$ cat src/rtl/sorted_table_binary_search_top_assert.svh
// Assertion macros for the sorted table search block.
// Used by sorted_table_binary_search_top; needs clock and reset in scope.
`ifndef SORTED_TABLE_BINARY_SEARCH_TOP_ASSERT_SVH
`define SORTED_TABLE_BINARY_SEARCH_TOP_ASSERT_SVH
`ifndef NO_ASSERTIONS
`define STBS_ASSERT(label, prop, msg) \
   label: assert property (@(posedge clock) disable iff (reset) prop) else $error(msg);
`define STBS_ASSERT_RST(label, prop, msg) \
   label: assert property (@(posedge clock) prop) else $error(msg);
`else
`define STBS_ASSERT(label, prop, msg)
`define STBS_ASSERT_RST(label, prop, msg)
`endif
`endif

$ cat src/rtl/stbs_pkg.sv
// Shared types and constants for the sorted table search block.
// No dependencies.
`timescale 1ns / 1ps
package stbs_pkg;

   localparam int TABLE_DEPTH = 16;
   localparam int VALUE_WIDTH = 32;
   localparam int IDX_W       = 4;
   localparam int ADDR_W      = (TABLE_DEPTH > 1) ? $clog2(TABLE_DEPTH) : 1;
   // bounds hold 0..TABLE_DEPTH and any window field value
   localparam int BOUND_W     = ((IDX_W > ADDR_W) ? IDX_W : ADDR_W) + 1;

   localparam logic KIND_LOAD   = 1'b0;
   localparam logic KIND_SEARCH = 1'b1;

   typedef logic signed [VALUE_WIDTH-1:0] value_type;
   typedef logic [IDX_W-1:0]              index_type;
   typedef logic [BOUND_W-1:0]            bound_type;

   typedef struct packed {
      logic      kind;
      index_type entry_index;
      value_type entry_value;
      value_type search_key;
      index_type window_low;
      index_type window_high;
   } req_type;

   typedef struct packed {
      logic      found;
      index_type found_index;
   } rsp_type;

   typedef struct packed {
      logic write_entry;
      logic start;
      logic step;
      logic capture;
   } ctrl_cmd_type;

   typedef struct packed {
      logic done;
   } dp_status_type;

endpackage

$ cat src/rtl/stbs_chan_if.sv
// Valid/ready channel interfaces for request and response traffic.
// Depends on stbs_pkg.
`timescale 1ns / 1ps
interface stbs_req_if;
   import stbs_pkg::*;
   logic    valid;
   logic    ready;
   req_type data;
   modport source (output valid, output data, input ready);
   modport sink (input valid, input data, output ready);
endinterface

interface stbs_rsp_if;
   import stbs_pkg::*;
   logic    valid;
   logic    ready;
   rsp_type data;
   modport source (output valid, output data, input ready);
   modport sink (input valid, input data, output ready);
endinterface

$ cat src/rtl/stbs_ctrl.sv
// Controller for the sorted table search: request intake, probe loop,
// response valid. Depends on stbs_pkg.
`timescale 1ns / 1ps
module stbs_ctrl (
   input  logic                    clock,
   input  logic                    reset,
   input  logic                    req_valid,
   input  logic                    req_kind,
   output logic                    req_ready,
   input  logic                    rsp_ready,
   output logic                    rsp_valid,
   input  stbs_pkg::dp_status_type status,
   output stbs_pkg::ctrl_cmd_type  cmd
);
   import stbs_pkg::*;

   localparam logic ST_IDLE  = 1'b0;
   localparam logic ST_PROBE = 1'b1;

   logic state_ff, state_in;
   logic rsp_valid_ff, rsp_valid_in;
   logic accept;
   logic slot_free;

   assign req_ready = (state_ff == ST_IDLE);
   assign accept    = req_valid & req_ready;
   assign slot_free = ~rsp_valid_ff | rsp_ready;
   assign rsp_valid = rsp_valid_ff;

   always_comb begin
      state_in         = state_ff;
      cmd.write_entry  = 1'b0;
      cmd.start        = 1'b0;
      cmd.step         = 1'b0;
      cmd.capture      = 1'b0;
      case (state_ff)
         ST_IDLE: begin
            if (accept) begin
               if (req_kind == KIND_SEARCH) begin
                  cmd.start = 1'b1;
                  state_in  = ST_PROBE;
               end else begin
                  cmd.write_entry = 1'b1;
               end
            end
         end
         ST_PROBE: begin
            if (!status.done) begin
               cmd.step = 1'b1;
            end else if (slot_free) begin
               // result waits here until the output register is free
               cmd.capture = 1'b1;
               state_in    = ST_IDLE;
            end
         end
         default: begin
            state_in = ST_IDLE;
         end
      endcase
   end

   always_comb begin
      if (cmd.capture) begin
         rsp_valid_in = 1'b1;
      end else if (rsp_ready) begin
         rsp_valid_in = 1'b0;
      end else begin
         rsp_valid_in = rsp_valid_ff;
      end
   end

   always_ff @(posedge clock) begin
      if (reset) begin
         state_ff     <= ST_IDLE;
         rsp_valid_ff <= 1'b0;
      end else begin
         state_ff     <= state_in;
         rsp_valid_ff <= rsp_valid_in;
      end
   end

endmodule

$ cat src/rtl/stbs_dp.sv
// Datapath for the sorted table search: table registers, search bounds,
// midpoint probe and compare, response register. Depends on stbs_pkg.
`timescale 1ns / 1ps
module stbs_dp (
   input  logic                    clock,
   input  stbs_pkg::req_type       req_data,
   input  stbs_pkg::ctrl_cmd_type  cmd,
   output stbs_pkg::dp_status_type status,
   output stbs_pkg::rsp_type       rsp_data
);
   import stbs_pkg::*;

   value_type table_ff [TABLE_DEPTH];
   value_type key_ff;
   bound_type low_ff, low_in;
   bound_type high_p1_ff, high_p1_in;   // high bound plus one
   rsp_type   rsp_ff, rsp_in;

   logic [BOUND_W:0] mid_sum;
   bound_type        mid;
   bound_type        win_high_p1;
   value_type        probe;
   logic             in_window;
   logic             hit;

   assign in_window = (low_ff < high_p1_ff);
   // in_window guarantees low + high_p1 - 1 does not underflow
   assign mid_sum   = {1'b0, low_ff} + {1'b0, high_p1_ff} - (BOUND_W + 1)'(1);
   assign mid       = mid_sum[BOUND_W:1];
   assign probe     = table_ff[mid[ADDR_W-1:0]];
   assign hit       = in_window & (key_ff == probe);
   assign status.done = ~in_window | hit;

   always_comb begin
      win_high_p1 = BOUND_W'(req_data.window_high) + BOUND_W'(1);
      if (win_high_p1 > BOUND_W'(TABLE_DEPTH)) begin
         win_high_p1 = BOUND_W'(TABLE_DEPTH);
      end
   end

   always_comb begin
      low_in     = low_ff;
      high_p1_in = high_p1_ff;
      if (cmd.start) begin
         low_in     = BOUND_W'(req_data.window_low);
         high_p1_in = win_high_p1;
      end else if (cmd.step) begin
         if (key_ff < probe) begin
            high_p1_in = mid;
         end else begin
            low_in = mid + BOUND_W'(1);
         end
      end
   end

   always_comb begin
      rsp_in = rsp_ff;
      if (cmd.capture) begin
         rsp_in.found       = hit;
         rsp_in.found_index = hit ? mid[IDX_W-1:0] : '0;
      end
   end

   always_ff @(posedge clock) begin
      if (cmd.write_entry && (int'(req_data.entry_index) < TABLE_DEPTH)) begin
         table_ff[ADDR_W'(req_data.entry_index)] <= req_data.entry_value;
      end
      if (cmd.start) begin
         key_ff <= req_data.search_key;
      end
      low_ff     <= low_in;
      high_p1_ff <= high_p1_in;
      rsp_ff     <= rsp_in;
   end

   assign rsp_data = rsp_ff;

endmodule

$ cat src/rtl/sorted_table_binary_search_top.sv
// Operation: a load is written at its accept edge and gives no response. A search
// raises response valid after its probe loop: one midpoint probe per step (at most
// log2(depth)+1 probes), plus one more check on a miss to see the window empty.
// Throughput: one load per cycle while idle; no new request is accepted while a
// search probes or while a full output register holds the finished search.
// Reset (synchronous, active high) clears control and response valid, not the table.
`timescale 1ns / 1ps
`include "sorted_table_binary_search_top_assert.svh"
module sorted_table_binary_search_top (
   input logic       clock,
   input logic       reset,
   stbs_req_if.sink   req_chan,
   stbs_rsp_if.source rsp_chan
);
   import stbs_pkg::*;

   ctrl_cmd_type  cmd;
   dp_status_type status;
   logic          req_valid;
   logic          req_ready;
   logic          req_kind;
   logic          rsp_valid;
   logic          rsp_ready;
   logic          req_accept;

   assign req_valid      = req_chan.valid;
   assign req_kind       = req_chan.data.kind;
   assign req_chan.ready = req_ready;
   assign rsp_ready      = rsp_chan.ready;
   assign rsp_chan.valid = rsp_valid;
   assign req_accept     = req_valid & req_ready;

   stbs_ctrl u_ctrl (
      .clock     (clock),
      .reset     (reset),
      .req_valid (req_valid),
      .req_kind  (req_kind),
      .req_ready (req_ready),
      .rsp_ready (rsp_ready),
      .rsp_valid (rsp_valid),
      .status    (status),
      .cmd       (cmd)
   );

   stbs_dp u_dp (
      .clock    (clock),
      .req_data (req_chan.data),
      .cmd      (cmd),
      .status   (status),
      .rsp_data (rsp_chan.data)
   );

   // a search holds off new requests while it probes
   `STBS_ASSERT(a_search_blocks, (req_accept && req_kind == KIND_SEARCH) |=> !req_ready, "search accepted but request side still ready")
   // a response only appears from a finished search
   `STBS_ASSERT(a_rsp_from_capture, $rose(rsp_valid) |-> $past(cmd.capture), "response raised without a capture")
   // loads never produce a response
   `STBS_ASSERT(a_load_silent, (req_accept && req_kind == KIND_LOAD && !rsp_valid) |=> !rsp_valid, "load produced a response")
   // no response pending right after reset
   `STBS_ASSERT_RST(a_reset_clear, $past(reset) |-> !rsp_valid, "response valid after reset")

endmodule
$ cat src/flat_wrapper.sv
// flat-port wrapper written by rule: the top's interface ports become plain ports
module sorted_table_binary_search_top_flat import stbs_pkg::*;
  (clock, reset, req_chan_valid, req_chan_data, req_chan_ready, rsp_chan_valid, rsp_chan_data, rsp_chan_ready);
  stbs_req_if req_chan_i ();
  stbs_rsp_if rsp_chan_i ();
  input logic clock;
  input logic reset;
  input wire logic [$bits(req_chan_i.valid)-1:0] req_chan_valid;
  input wire logic [$bits(req_chan_i.data)-1:0] req_chan_data;
  output wire logic [$bits(req_chan_i.ready)-1:0] req_chan_ready;
  output wire logic [$bits(rsp_chan_i.valid)-1:0] rsp_chan_valid;
  output wire logic [$bits(rsp_chan_i.data)-1:0] rsp_chan_data;
  input wire logic [$bits(rsp_chan_i.ready)-1:0] rsp_chan_ready;
  assign req_chan_i.valid = req_chan_valid;
  assign req_chan_i.data = req_chan_data;
  assign req_chan_ready = req_chan_i.ready;
  assign rsp_chan_valid = rsp_chan_i.valid;
  assign rsp_chan_data = rsp_chan_i.data;
  assign rsp_chan_i.ready = rsp_chan_ready;
  sorted_table_binary_search_top u_core (.clock(clock), .reset(reset), .req_chan(req_chan_i), .rsp_chan(rsp_chan_i));
endmodule
$ cat config.mk
export PLATFORM = sky130hd
export DESIGN_NAME = sorted_table_binary_search_top_flat
export DESIGN_NICKNAME = d
export VERILOG_FILES = /design/src/rtl/stbs_pkg.sv /design/src/rtl/stbs_chan_if.sv /design/src/rtl/stbs_ctrl.sv /design/src/rtl/stbs_dp.sv /design/src/rtl/sorted_table_binary_search_top.sv /design/src/flat_wrapper.sv
export VERILOG_INCLUDE_DIRS = /design/src /design/src/rtl
export SDC_FILE = /design/constraint.sdc
export NUM_CORES = 1
export LEC_CHECK = 0
export ABC_AREA = 0
export BUFFER_PORTS_ARGS = -buffer_cell sky130_fd_sc_hd__buf_2
export CORE_MARGIN = 2
export CORE_UTILIZATION = 30
export CTS_CLUSTER_SIZE = 30
export DETAILED_ROUTE_END_ITERATION = 10
export PLACE_DENSITY = 0.54
export SYNTH_ARGS = -nofsm -noshare
export SYNTH_HDL_FRONTEND = slang
export SYNTH_SLANG_ARGS = --single-unit
$ cat constraint.sdc
create_clock -name clock -period 6.5 [get_ports clock]
set_input_delay 0.325 -clock clock [delete_from_list [all_inputs] [get_ports clock]]
set_output_delay 0.325 -clock clock [all_outputs]
set_load 0.02 [all_outputs]
After elaboration in Yosys (flattened, before gate mapping)
Memories as Yosys holds them, arrays and structs flattened.
Index checks and enable logic that the tools add are counted.
{ "totals": {"reg_bits": 49, "ramBits": 512, "input_bits": 81, "out_inout_bits": 7, "word_cells": 55, "mem_count": 1} }
{ "classes": {"addsub": 4, "n_lt_le_gt_ge": 3, "n_eq_ne": 2, "mux": 23, "bitwise_logic": 8, "reduce_logical": 6} }
{ "mem_list": {"columns": ["name", "depth", "width", "read_ports", "rd_ports_with_merged_regs", "write_ports", "line_no", "source"], "rows": [
  ["u_core.u_dp.table_ff", 16, 32, 1, 0, 1, "stbs_dp.sv:13", "value_type table_ff [TABLE_DEPTH];"]
]} }
{ "ops": {"columns": ["operator", "n"], "rows": [
  ["32-bit equality test", 1],
  ["32-bit less-than comparator", 1],
  ["5-bit two-way mux", 4],
  ["1-bit two-way mux", 12],
  ["4-bit two-way mux", 3],
  ["5-bit by 5-bit adder with 6-bit output", 1],
  ["2-bit two-way mux", 3],
  ["2-bit AND reduction", 3],
  ["2-bit nonzero test", 3],
  ["6-bit by 1-bit subtractor with 6-bit output (second input constant)", 1],
  ["4-bit by 1-bit adder with 5-bit output (second input constant)", 1],
  ["5-bit by 1-bit adder with 5-bit output (second input constant)", 1],
  ["5-bit greater-than comparator (second input constant)", 1],
  ["5-bit less-than comparator", 1],
  ["1-bit inverter", 4],
  ["1-bit bitwise AND", 2],
  ["2-bit by 1-bit inequality test with 1-bit output (second input constant)", 1],
  ["1-bit bitwise OR", 2],
  ["1-bit one-hot mux with 2 select lines", 1]
]} }

Depth between registers and ports, before layout
An unclocked memory read counts as a cell.
{ "depth": {"word_depth": 10, "depth_mapped": 21, "mapped_depth_nobuf": 18} }

Cells and area by module
A second synthesis with hierarchy kept.
{ "unflattened": {"cells_unflattened": 1051, "area_unflattened_um2": 22390.2} }
{ "modules_own_cells": {"columns": ["module", "instances", "cells_each", "area_each_um2", "seq_area_each_um2"], "rows": [
  ["stbs_dp", 1, 1036, 22277.6, 16776.1],
  ["stbs_ctrl", 1, 15, 112.6, 40.0]
]} }

Worst setup path before layout
No wires, ideal clock.
{ "synth_timing": {"path_kind": "flip-flop to flip-flop", "from": "reg u_core.u_dp.low_ff[1]", "to": "reg u_core.u_dp.low_ff[0] (enable)", "setup_ns": 0.279, "arrival_ns": 4.257, "t_required_ns": 6.221, "path_slack_ns": 1.964, "path_stages_with_launch": 20, "path_buffers": 2, "period_less_slack_ns": 4.536, "cell_sequence": "edfxtp_1 -> inv_1 -> ha_1 -> inv_1 -> ha_1 -> ha_1 -> clkbuf_1 -> buf_1 -> mux4_2 -> mux2i_1 -> nor2_1 -> a21oi_1 -> ha_1 -> a41o_1 -> a21oi_1 -> o32ai_1 -> or4_1 -> a21oi_2 -> mux2i_1 -> nand2_1"} }
{ "synth_between": {"elab_chain_len": 10, "elab_cells_between_ends": 14, "classes_between": "add/sub (2); order compare (2); eq/ne (2); mux (2); bitwise (3); reduce/logical (2); memory (1)"} }
{ "synth_rtl": {"columns": ["element", "line_no", "source"], "rows": [
  ["start: declaration", "stbs_dp.sv:15", "bound_type low_ff, low_in;"],
  ["start signal: assignment", "stbs_dp.sv:71", "low_ff <= low_in;"],
  ["5-bit by 5-bit adder with 6-bit output *", "stbs_dp.sv:28", "assign mid_sum = {1'b0, low_ff} + {1'b0, high_p1_ff} - (BOUND_W + 1)'(1);"],
  ["6-bit by 1-bit subtractor with 6-bit output *", "stbs_dp.sv:28", null],
  ["named net u_core.u_dp.mid_sum[2]", "stbs_dp.sv:19", "logic [BOUND_W:0] mid_sum;"],
  ["memory 16 x 32 bit *", null, null],
  ["parallel branches: the longest is 6 deep, another holds 32-bit less-than comparator", null, null],
  ["2-bit AND reduction (no source line) *", null, null]
]} }
Mark *: on every way through the listed nets, which the timed path passes.
A chain may end at the register's enable or synchronous reset.

Worst setup path after layout
{ "layout_timing": {"from": "reg u_core.u_dp.low_ff[2]", "to": "reg u_core.u_dp.low_ff[0] (enable)"} }
{ "layout_between": {"elab_chain_len": 10, "elab_cells_between_ends": 14, "classes_between": "add/sub (2); order compare (2); eq/ne (2); mux (2); bitwise (3); reduce/logical (2); memory (1)"} }
{ "layout_rtl": {"columns": ["element"], "rows": [
  ["parallel branches: the longest is 9 deep, another holds memory 16 x 32 bit"],
  ["2-bit AND reduction (no source line) *"]
]} }
Every way passes the cells marked *.

==> impl_metrics.py <==
metrics = {
    "status": {
        "status": "complete, no violations",
    },
    "sta": {
        "relSlewSlack_pct": 48.6,
        "hold_violations": 0,
        "worstMarginPinSlew_ps": 771,
        "final_max_slew_viol_count": 0,
        "final-setup-viol-count": 0,
        "fin_skew_ps": 20.0,
        "fin_crit_sh_pct": 81.1,
        "rsz0062_at_grt": "no",
        "fmax_mhz": 190,
        "setup_tns_ps": 0,
        "post-route-min-period_ps": 5270,
    },
    "synth": {
        "synth.most_common_cell": "edfxtp_1",
        "yosysTopAreaCellShare_pct": 75.0,
        "yosys_warnings": 0,
        "ys_types": 46,
        "synth_common_cells": "558 x edfxtp_1, 129 x mux4_2, 46 x ha_1",
        "ys_ff_latch": 561,
        "ys.flop_type": "edfxtp_1",
        "yosysSeqAreaShare_pct": 75.3,
        "syn-num-nets": 1180,
        "synth_edf_count": 558,
        "synth_cells": 1053,
        "synth_largest_area_cell": "edfxtp_1",
        "postSynthAreaPerCell_um2": 21.2,
        "synth_area_um2": 22300,
        "synth_area_leaders": "edfxtp_1 75%, mux4_2 13%, ha_1 2.6%",
        "ys_async_sr_fraction_pct": 0,
    },
    "clocking": {
        "cts_htree_levels": 2,
        "clk_pin_slew_ps": 60,
        "clk_latency_ps": 620,
        "clock-sinks": 561,
        "cts_root_buf": "clkbuf_16",
        "cts_tree": "done",
        "cts_setup_buffers": 0,
        "clockBufferDepth": 3,
        "cts_buffers": 58,
        "cts_resized": 0,
        "hold_buffers": 36,
    },
    "floorplan": {
        "io-pin-count": 88,
        "dieArea_um2": 76700,
        "coreArea_um2": 74100,
        "die_h_um": 277,
        "initial_core_util_pct": 30.2,
        "die_w_um": 277,
        "rows": 100,
    },
    "critical_path": {
        "required_ps": 6810,
        "endpoint_kind": "register",
        "critPathLaunchType": "register",
        "arrival_ps": 5580,
        "worstSetupPathType": "reg -> reg",
        "crit_fanout": 54,
    },
    "detailed_routing": {
        "drt_pre_antenna_iters": 5,
        "vias": 10800,
        "wl_mm": 53.7,
        "ant_nets": 0,
        "drt_iter0_markers": 939,
        "wl_per_cell_um": 23.9,
        "drc": 0,
        "vias_per_cell": 4.81,
    },
    "cells_and_area": {
        "layout-drive-gt1-share_pct": 30.0,
        "layout.nets": 1350,
        "syn2layout_area_growth_pct": 18.9,
    },
    "job": {
        "cap_violations": 0,
    },
    "global_routing": {
        "grt_pass1_vias": 11400,
        "grt_use_total_pct": 14.0,
        "grt_pass1_wl_mm": 78.2,
        "grt-ovfl-total": 0,
        "grt_max_degree": 55,
        "antenna_found_initial": 6,
    },
    "place": {
        "gp_congestion": 0.720,
        "place_hpwl_mm": 28.9,
        "port-buffer-count": 87,
    },
    "min_path": {
        "hold_class": "in -> reg",
    },
}
-- through the flow --
| step | hold slack (ps) | instances | area [µm²] | utilization (%) | setup slack, ps |
|---|---|---|---|---|---|
| floorplan | 394 | 1053 | 22300 | - | 1960 |
| global placement | 482 | 2096 | 24200 | 32.7 | 1240 |
| detailed placement | 504 | 2096 | 24200 | 32.7 | 1230 |
| CTS | 0.958 | 2242 | 26500 | 35.8 | 1200 |
| global route | 62.3 | 2243 | 26500 | 35.8 | 962 |
| finish | 34.4 | 2244 | 26500 | 35.8 | 1230 |
-- cell type report --
type                    count  area, µm²
fillers                  6852      47500
flip-flops and latches    561      16800
multi-input cells         423       5360
clock buffers              70       1520
well taps                 969       1210
repair buffers            153       1080
clock inverters            40        460
inverters                  26       97.6
diodes                      2       5.00
-- critical path, cell delays in order (launching register included) --
cell and delay (ps):
edfxtp_1 360, inv_1 60, ha_1 350, xor2_1 270, ha_4 160, o21bai_2 160
xor2_4 210, buf_12 380, mux4_1 380, mux4_2 510, inv_1 90, ha_1 240
nor2b_1 130, o211ai_1 260, a21boi_0 130, or4_1 510, a21oi_2 250, mux2i_1 300
nand2_1 190
-- cell usage in the layout (no fill, tap or decap), drive strengths merged, types with 28 or more instances in the layout --
master and n:
mux4 135, ha 46, a21oi 45, dlygate4sd3 36, mux2i 28, buf 117
edfxtp 558, clkbuf 70, inv 28, nor2 45
-- state kept, by name, indices dropped and copies added, names as in the netlist --
register                 cells
u_core.u_ctrl.rsp_valid      1
u_core.u_ctrl.state_ff       1
u_core.u_dp.high_p1_ff       5
u_core.u_dp.key_ff          32
u_core.u_dp.low_ff           5
u_core.u_dp.rsp_data         5
u_core.u_dp.table_ff       512
-- kinds of logic after synthesis --
| kind of cell | synth area share, % |
|---|---|
| xor+xnor | 0.314 |
| mux | 16.2 |
| fa+ha+maj | 2.63 |
| buf+inv | 1.46 |
| flops | 75.3 |
| compound gates | 1.76 |
| simple gates | 2.32 |
-- worst paths after layout --
path / from / slack, ps / cells past startpoint / end
max: u_core.u_dp.low_ff[2]$_DFFE_PP_ / 1230 / 18 / u_core.u_dp.low_ff[0]$_DFFE_PP_
min: req_chan_data[7] / 30 / 3 / u_core.u_dp.low_ff[3]$_DFFE_PP_
max reg2reg: u_core.u_dp.low_ff[2]$_DFFE_PP_ / 1230 / 18 / u_core.u_dp.low_ff[0]$_DFFE_PP_
min reg2reg: u_core.u_dp.low_ff[4]$_SDFFE_PP0P_ / 510 / 2 / u_core.u_dp.low_ff[4]$_SDFFE_PP0P_
-- per-layer routing --
| layer | global-route usage (%) | up-vias | wire (µm) |
|---|---|---|---|
| li1 | - | 4712 | - |
| met3 | 2.62 | 72 | 2420 |
| met1 | 17.8 | 5768 | 22600 |
| met5 | 0 | - | 52 |
| met4 | 4.07 | 8 | 1040 |
| met2 | 24.5 | 228 | 27600 |
Power is not shown: default switching activity piles up to over one toggle a cycle in this logic, so the estimate is an artifact.
